<file path="config.mk">
export PLATFORM = sky130hd
export DESIGN_NAME = modular_inverse_ext_euclid_unit
export DESIGN_NICKNAME = d
export VERILOG_FILES = /design/src/rtl/mie_pkg.sv /design/src/rtl/mie_divider.sv /design/src/rtl/modular_inverse_ext_euclid_unit.sv
export SDC_FILE = /design/constraint.sdc
export NUM_CORES = 2
export LEC_CHECK = 0
export ABC_AREA = 1
export BUFFER_PORTS_ARGS = -buffer_cell sky130_fd_sc_hd__clkbuf_2
export CORE_ASPECT_RATIO = 0.7
export CORE_UTILIZATION = 40
export CTS_CLUSTER_DIAMETER = 80
export DETAILED_ROUTE_END_ITERATION = 8
export SLEW_MARGIN = 20
export SYNTH_ARGS = -nofsm -noshare
export SYNTH_HDL_FRONTEND = slang
export SYNTH_SLANG_ARGS = --single-unit
</file>
<file path="constraint.sdc">
create_clock -name clk_i -period 17.6 [get_ports clk_i]
set_input_delay 1.76 -clock clk_i [delete_from_list [all_inputs] [get_ports clk_i]]
set_output_delay 1.76 -clock clk_i [all_outputs]
set_load 0.05 [all_outputs]
</file>
<file path="src/rtl/mie_pkg.sv">
`default_nettype none
// ----------------------------------------------------------------------------
// mie_pkg: shared types and constants of the modular inverse unit
// Holds field widths, the transaction structs and the divider handshake.
// ----------------------------------------------------------------------------
package mie_pkg;

  localparam int WIDTH = 32;
  localparam int FW    = WIDTH - 1;          // field width
  localparam int CW    = WIDTH + 1;          // signed coefficient width
  localparam int DCNT_W = $clog2(FW);        // divider step counter

  typedef enum logic [1:0] {
    ST_OK          = 2'd0,
    ST_NOT_COPRIME = 2'd1,
    ST_ZERO_MOD    = 2'd2
  } mie_status_e;

  typedef struct packed {
    logic [FW-1:0] value;
    logic [FW-1:0] modulus;
  } mie_in_t;

  typedef struct packed {
    logic [FW-1:0] inverse;
    logic [FW-1:0] divisor;
    mie_status_e   status;
  } mie_out_t;

  typedef struct packed {
    logic          start;
    logic [FW-1:0] dividend;
    logic [FW-1:0] divisor;
  } mie_div_req_t;

  typedef struct packed {
    logic          done;
    logic          busy;
    logic [FW-1:0] quo;
    logic [FW-1:0] rem;
  } mie_div_rsp_t;

endpackage
`default_nettype wire

</file>
<file path="src/rtl/mie_divider.sv">
`default_nettype none
// ----------------------------------------------------------------------------
// mie_divider: iterative restoring divider
// One quotient bit per cycle; done pulses once quotient and remainder hold.
// ----------------------------------------------------------------------------
module mie_divider
  import mie_pkg::*;
(
  input  wire logic         clk_i,
  input  wire logic         rst_ni,
  input  wire mie_div_req_t req_i,
  output mie_div_rsp_t      rsp_o
);

  logic              busy_q, busy_d;
  logic              done_q, done_d;
  logic [DCNT_W-1:0] cnt_q, cnt_d;
  logic [FW:0]       rem_q, rem_d;
  logic [FW-1:0]     quo_q, quo_d;
  logic [FW-1:0]     dsr_q, dsr_d;
  logic [FW:0]       shifted;
  logic [FW+1:0]     diff;

  always_comb begin
    shifted = {rem_q[FW-1:0], quo_q[FW-1]};
    diff    = {1'b0, shifted} - {2'b00, dsr_q};
    busy_d  = busy_q;
    done_d  = 1'b0;
    cnt_d   = cnt_q;
    rem_d   = rem_q;
    quo_d   = quo_q;
    dsr_d   = dsr_q;
    if (req_i.start) begin
      busy_d = 1'b1;
      cnt_d  = '0;
      rem_d  = '0;
      quo_d  = req_i.dividend;
      dsr_d  = req_i.divisor;
    end else if (busy_q) begin
      // keep the difference unless it borrowed
      if (diff[FW+1]) begin
        rem_d = shifted;
        quo_d = {quo_q[FW-2:0], 1'b0};
      end else begin
        rem_d = diff[FW:0];
        quo_d = {quo_q[FW-2:0], 1'b1};
      end
      cnt_d = cnt_q + DCNT_W'(1);
      if (cnt_q == DCNT_W'(FW - 1)) begin
        busy_d = 1'b0;
        done_d = 1'b1;
      end
    end
  end

  always_ff @(posedge clk_i or negedge rst_ni) begin
    if (!rst_ni) begin
      busy_q <= 1'b0;
      done_q <= 1'b0;
      cnt_q  <= '0;
    end else begin
      busy_q <= busy_d;
      done_q <= done_d;
      cnt_q  <= cnt_d;
    end
  end

  always_ff @(posedge clk_i) begin
    rem_q <= rem_d;
    quo_q <= quo_d;
    dsr_q <= dsr_d;
  end

  assign rsp_o.done = done_q;
  assign rsp_o.busy = busy_q;
  assign rsp_o.quo  = quo_q;
  assign rsp_o.rem  = rem_q[FW-1:0];

endmodule
`default_nettype wire

</file>
<file path="src/rtl/modular_inverse_ext_euclid_unit.sv">
`default_nettype none
// ----------------------------------------------------------------------------
// modular_inverse_ext_euclid_unit: modular inverse by extended Euclid
// Runs Euclid rounds on a shared divider, tracks the Bezout coefficient of
// value and reports inverse, gcd and status.
// ----------------------------------------------------------------------------
//
//  channel | ports                    | handshake
//  --------+--------------------------+------------------------------------
//  input   | in_i (value, modulus)    | taken when start_i high, busy_o low
//  result  | out_o (inverse, divisor, | done_o high one cycle; no stall
//          |   status)                |
//
// Each Euclid round runs a check state, a division in the shared restoring
// divider (one quotient bit per cycle), a multiply state and a coefficient
// update state. An item runs at most about 46 rounds for 31-bit operands;
// a zero modulus goes straight from the check state to the finishing state.
// busy_o is high from the accepting edge until the result cycle; a new
// transaction may be started in the cycle done_o is high.
// Reset clears the sequencer and the divider control; no clearing pass.
// The receiver cannot stall: each result is shown for exactly one cycle.
// ----------------------------------------------------------------------------
module modular_inverse_ext_euclid_unit
  import mie_pkg::*;
(
  input  wire logic    clk_i,
  input  wire logic    rst_ni,
  input  wire logic    start_i,
  output logic         busy_o,
  input  wire mie_in_t in_i,
  output logic         done_o,
  output mie_out_t     out_o
);

  typedef enum logic [5:0] {
    S_IDLE = 6'b000001,
    S_CHK  = 6'b000010,
    S_DIV  = 6'b000100,
    S_MUL  = 6'b001000,
    S_UPD  = 6'b010000,
    S_FIN  = 6'b100000
  } mie_state_e;

  mie_state_e    state_q, state_d;
  logic          done_q, done_d;
  mie_out_t      out_q, out_d;

  // Euclid working registers
  logic [FW-1:0] mod_q, mod_d;
  logic [FW-1:0] dvd_q, dvd_d;      // current dividend, ends as the gcd
  logic [FW-1:0] dsr_q, dsr_d;      // current divisor
  logic [FW-1:0] quo_q, quo_d;
  logic [FW-1:0] rem_q, rem_d;
  logic [CW-1:0] c_old_q, c_old_d;  // two's complement coefficients
  logic [CW-1:0] c_new_q, c_new_d;
  logic [CW-1:0] prod_q, prod_d;

  logic [CW-1:0]   prod_full;       // low bits only: coefficients wrap at CW
  logic [CW-1:0]   inv_fix;
  logic            accept;

  mie_div_req_t div_req;
  mie_div_rsp_t div_rsp;

  mie_divider u_div (
    .clk_i  (clk_i),
    .rst_ni (rst_ni),
    .req_i  (div_req),
    .rsp_o  (div_rsp)
  );

  assign accept    = start_i && (state_q == S_IDLE);
  assign prod_full = {{(CW-FW){1'b0}}, quo_q} * c_new_q;
  // add the modulus back when the coefficient went negative
  assign inv_fix   = c_old_q[CW-1] ? (c_old_q + {{(CW-FW){1'b0}}, mod_q}) : c_old_q;

  always_comb begin
    state_d = state_q;
    done_d  = 1'b0;
    out_d   = out_q;
    mod_d   = mod_q;
    dvd_d   = dvd_q;
    dsr_d   = dsr_q;
    quo_d   = quo_q;
    rem_d   = rem_q;
    c_old_d = c_old_q;
    c_new_d = c_new_q;
    prod_d  = prod_q;

    div_req.start    = 1'b0;
    div_req.dividend = dvd_q;
    div_req.divisor  = dsr_q;

    case (state_q)
      S_IDLE: begin
        if (accept) begin
          mod_d   = in_i.modulus;
          dvd_d   = in_i.value;
          dsr_d   = in_i.modulus;
          c_old_d = CW'(1);
          c_new_d = '0;
          state_d = S_CHK;
        end
      end
      S_CHK: begin
        // stop once the divisor has run down to zero
        if (dsr_q == '0) begin
          state_d = S_FIN;
        end else begin
          div_req.start = 1'b1;
          state_d       = S_DIV;
        end
      end
      S_DIV: begin
        if (div_rsp.done) begin
          quo_d   = div_rsp.quo;
          rem_d   = div_rsp.rem;
          state_d = S_MUL;
        end
      end
      S_MUL: begin
        prod_d  = prod_full;
        state_d = S_UPD;
      end
      S_UPD: begin
        c_old_d = c_new_q;
        c_new_d = c_old_q - prod_q;
        dvd_d   = dsr_q;
        dsr_d   = rem_q;
        state_d = S_CHK;
      end
      S_FIN: begin
        done_d = 1'b1;
        out_d.divisor = dvd_q;
        if (mod_q == '0) begin
          out_d.inverse = '0;
          out_d.status  = ST_ZERO_MOD;
        end else begin
          out_d.inverse = inv_fix[FW-1:0];
          out_d.status  = (dvd_q == FW'(1)) ? ST_OK : ST_NOT_COPRIME;
        end
        state_d = S_IDLE;
      end
      default: begin
        state_d = S_IDLE;
      end
    endcase
  end

  always_ff @(posedge clk_i or negedge rst_ni) begin
    if (!rst_ni) begin
      state_q <= S_IDLE;
      done_q  <= 1'b0;
    end else begin
      state_q <= state_d;
      done_q  <= done_d;
    end
  end

  always_ff @(posedge clk_i) begin
    out_q   <= out_d;
    mod_q   <= mod_d;
    dvd_q   <= dvd_d;
    dsr_q   <= dsr_d;
    quo_q   <= quo_d;
    rem_q   <= rem_d;
    c_old_q <= c_old_d;
    c_new_q <= c_new_d;
    prod_q  <= prod_d;
  end

  assign busy_o = (state_q != S_IDLE);
  assign done_o = done_q;
  assign out_o  = out_q;

  // a result follows only the finishing state
  a_done_after_fin: assert property (@(posedge clk_i) disable iff (!rst_ni)
    done_q |-> $past(state_q == S_FIN))
    else $error("result strobe without finishing state");

  // the divider only runs while the sequencer waits on it
  a_div_busy_in_div: assert property (@(posedge clk_i) disable iff (!rst_ni)
    div_rsp.busy |-> (state_q == S_DIV))
    else $error("divider busy outside divide state");

  // ok status means the gcd is one
  a_ok_gcd_one: assert property (@(posedge clk_i) disable iff (!rst_ni)
    (done_q && out_q.status == ST_OK) |-> (out_q.divisor == FW'(1)))
    else $error("ok status with gcd other than one");

  // zero modulus reports a zero inverse
  a_zero_mod_inv: assert property (@(posedge clk_i) disable iff (!rst_ni)
    (done_q && out_q.status == ST_ZERO_MOD) |-> (out_q.inverse == '0))
    else $error("zero modulus with nonzero inverse");

endmodule
`default_nettype wire

</file>
==> impl_summary.md <==
Clock tree
The H-tree depth reported by CTS is 2. TritonCTS built the clock tree. Clock-pin slew was measured on the worst setup and hold paths at 0.07 ns. After clock tree synthesis, the repair step resized 0 gates.

The number of buffers inserted for hold repair after clock tree synthesis is 0. The clock passes through at most 3 buffers. The number of clock buffers added by TritonCTS is 39.

The count of buffers added by post-CTS timing repair for setup is 0. The buffer type at the clock tree root is sky130_fd_sc_hd__clkbuf_16. For this design, the sink count on the clock tree is 425. The later pin in the worst-skew pair is clocked with a latency of 0.57 ns.

Drt
The first TritonRoute pass finished after 6 iterations. The post-detailed-route via-to-cell ratio is 5.01. The aggregate routed wire length is 116000 um.

The count of routing violations after the opening detailed-route iteration is 2963. The routed length per placed instance is 19.1 um. After detailed routing, the number of remaining DRC violations is 0. The via total after detailed routing is 30472. In this run the remaining antenna-violating nets after routing total 0.

Synthesis
The proportion of synthesized area in mux cells is 0. The part of the Yosys area used for sequential elements is 0.316. The cell count after synthesis is 4680. sky130_fd_sc_hd__edfxtp_1 takes more of the synthesized area than any other cell. The post-synthesis share of cell area spent on xor and xnor gates is 0.0163. Yosys mapped the design onto 63 distinct sky130hd cell types. The complex-gate fraction of the synthesized area is 0.0570. The area share of the leading cell type in the synthesized netlist is 0.291. The summed instance area of the synthesized netlist is 0.0392 mm2. The commonest register cell after synthesis is sky130_fd_sc_hd__edfxtp_1. Yosys mapped a number of flops with a built-in enable equal to 380. The largest family of logic cells by synthesized area is adder cells.

Counting flops and latches in the post-synthesis netlist gives 425. The adder-cell share of the synthesized area is 0.294. Yosys printed 0 warnings. The post-synthesis area per instance is 8.38 um2. The basic-gate share of the synthesized area counting and, or, nand and nor cells is 0.194.

By area the synthesized netlist is led by sky130_fd_sc_hd__edfxtp_1 (29%), sky130_fd_sc_hd__fa_1 (23%), sky130_fd_sc_hd__nand2_1 (13%), sky130_fd_sc_hd__inv_1 (11%), sky130_fd_sc_hd__ha_1 (6.9%). The proportion of register bits with asynchronous set or reset after synthesis is 0.0329. The post-synthesis net count is 5402.

STA
Derived from the worst setup path, the maximum achievable clock frequency is 141 MHz. The clock tree skew after final layout is 0.0189 ns. The time the worst path needs with I/O delays and setup is 7.11 ns. The setup violation total in the final timing report is 0. Setup repair after global routing left no endpoint under its margin. The worst-case headroom to the max-slew limit is 0.326. The count of final hold-check violations is 0. After routing, the total negative slack on setup checks comes to 0 ns.

For the pin with the worst max-slew slack, the measured transition is 1.01 ns. The post-route fraction of the period consumed by the critical path is 0.404. The number of max-slew violations in the final report was 0.

Placed design
The port buffer count is 130. The congestion estimate from routability-driven global placement came to 0.948. Summed over all nets, the half-perimeter wirelength after detailed placement is 91300 um.

Cells and area
Summing all flip-flop and latch instances after layout gives 0.0124 mm2. The number of fillers in the final layout is 9639. In the final layout, the multi-input gates occupy 0.0221 mm2. The area overhead of the layout relative to synthesis is 8.37%. The number of nets at the end of the flow is 5462. Of the cells placed in the final design, the portion with a size suffix greater than 1 is 0.0570.

Global routing
The first global-routing pass estimated 180000 um of wire. met1 is the most crowded layer. For met1 alone, demand over resource in global routing was 0.384.

The routing usage on met2 is 0.315. Entering global routing, the biggest net connects 68 pins. Across every metal layer, demand over resource in global routing totals 0.236. The initial antenna violation count is 1.

The number of global-route vias before repair came to 29548. Summed over all layers, the global routing overflow is 0. For met3 alone, demand over resource in global routing was 0.0598.

Critical path
The classification of the worst setup path is flop to flop. Data on the critical path arrives at its endpoint at 7.42 ns. The slack of the worst reg-to-reg path is 10.49 ns. The worst setup path is launched from a flop. The top fanout value on the critical path is 20. The kind of capture point of the worst setup path is a flop.

For the worst setup path, the data required time is 17.90 ns.

Floorplanning
From left edge to right edge, the die measures 376 um. The effective utilization at floorplan is 0.406. After floorplanning, the core was divided into 95 placement rows.

The core area is 0.0965 mm2. The overall die area is 0.0993 mm2. The number of primary I/O pins is 131. The die extent in y is 264 um.

Run
The number of max-capacitance violations reported is 0.

Status
The run finished with clean final reports.

Hold path
The type of the worst min-delay path is flop to flop.
## synthesized netlist by cell type (all sizes together) (5+ instances only)
master	count
o21bai	13
o221ai	6
a21oi	154
xor2	42
nor4	21
nor2	266
buf	58
a211oi	5
nand3b	14
fa	441
ha	216
clkbuf	100
edfxtp	380
nand4	46
a21boi	5
nand3	155
nor3	26
o21a	19
a21o	19
inv	1105
dfxtp	31
xnor2	31
o21ai	136
dfrtp	13
nand2	1333
a31oi	15
## path summary, 6_finish.rpt
kind,cells after the start,end,startpoint
worst max-delay path,19,prod_q[30],quo_q[13]
worst min-delay path,0,quo_q[1],u_div.quo_q[1]
worst max register to register,19,prod_q[30],quo_q[13]
worst min register to register,0,quo_q[1],u_div.quo_q[1]
max in group asynchronous,1,state_q[0],rst_ni
min in group asynchronous,1,u_div.done_q,rst_ni
## stage by stage
step | std cells | cell area (um2) | setup slack, ns | hold WS, ns | utilization
final | 6081 | 42500 | 10.49 | 0.447 | 0.440
after global routing | 6081 | 42500 | 10.11 | 0.457 | 0.440
after CTS | 6079 | 42500 | 10.58 | 0.446 | 0.440
after detailed placement | 6007 | 41200 | 10.62 | 0.435 | 0.427
after global placement | 6007 | 41200 | 10.60 | 0.432 | 0.427
after floorplan | 4680 | 39200 | 6.06 | 0.426 | -
## worst max-delay path, cell delays in order (launching register included)
cell and delay (ns):
sky130_fd_sc_hd__edfxtp_1 0.93, sky130_fd_sc_hd__nand2_1 0.13, sky130_fd_sc_hd__inv_1 0.11, sky130_fd_sc_hd__fa_1 0.41, sky130_fd_sc_hd__fa_1 0.51, sky130_fd_sc_hd__inv_1 0.05, sky130_fd_sc_hd__fa_1 0.46, sky130_fd_sc_hd__fa_1 0.51
sky130_fd_sc_hd__inv_1 0.05, sky130_fd_sc_hd__fa_1 0.61, sky130_fd_sc_hd__fa_1 0.46, sky130_fd_sc_hd__fa_1 0.52, sky130_fd_sc_hd__fa_1 0.42, sky130_fd_sc_hd__ha_1 0.41, sky130_fd_sc_hd__nand2_1 0.18, sky130_fd_sc_hd__nor4_1 0.40
sky130_fd_sc_hd__o21ai_0 0.20, sky130_fd_sc_hd__nand3_1 0.21, sky130_fd_sc_hd__a21oi_1 0.11, sky130_fd_sc_hd__xor2_1 0.16
## layout make-up
type,count,area share
repair buffers,177,0.0239
multi-input cells,2992,0.519
well taps,1309,0.0385
diodes,1,0.0000589
clock buffers,53,0.0249
inverters,1105,0.0978
flip-flops and latches,425,0.291
clock inverters,19,0.00471
## logic make-up (layout without fill, tap and decap cells)
logic type,after synthesis,count (layout)
DFF,425,425
and+or+nand+nor,1874,1874
xor gates and xnor gates,73,73
buffers and inverters,1263,1354
adders and majority gates,657,657
AOI/OAI and AO/OA,388,388
other,0,1
## layer usage
layer / part of all wire / wire, um / vias to the layer above
met2: 0.39 / 44900 / 1230
met4: 0.012 / 1450 / 0
met3: 0.11 / 12600 / 99
li1: - / - / 14404
met1: 0.49 / 57400 / 14739
met5: 0 / 0 / -
## registers in the layout, indices dropped and copies added, names as in the netlist, 33 cells and up
name     count
c_old_q     33
out_o       64
prod_q      33
c_new_q     33
## layout by cell type, fill, tap and decap left out, types with 11 or more instances in the layout
cell and count:
sky130_fd_sc_hd__nand2_1 1326, sky130_fd_sc_hd__inv_1 1099, sky130_fd_sc_hd__fa_1 441, sky130_fd_sc_hd__edfxtp_1 380
sky130_fd_sc_hd__nor2_1 260, sky130_fd_sc_hd__ha_1 216, sky130_fd_sc_hd__nand3_1 153, sky130_fd_sc_hd__a21oi_1 152
sky130_fd_sc_hd__clkbuf_2 130, sky130_fd_sc_hd__o21ai_0 105, sky130_fd_sc_hd__nand4_1 46, sky130_fd_sc_hd__buf_4 46
sky130_fd_sc_hd__xor2_1 42, sky130_fd_sc_hd__clkbuf_16 39, sky130_fd_sc_hd__xnor2_1 31, sky130_fd_sc_hd__dfxtp_1 31
sky130_fd_sc_hd__o21ai_1 27, sky130_fd_sc_hd__nor3_1 24, sky130_fd_sc_hd__nor4_1 20, sky130_fd_sc_hd__a21o_1 19
sky130_fd_sc_hd__o21a_1 19, sky130_fd_sc_hd__a31oi_1 15, sky130_fd_sc_hd__nand3b_1 14, sky130_fd_sc_hd__dfrtp_1 13
sky130_fd_sc_hd__o21bai_1 12, sky130_fd_sc_hd__clkbuf_1 11
Power is not shown: default switching activity piles up to over one toggle a cycle in this logic, so the estimate is an artifact.
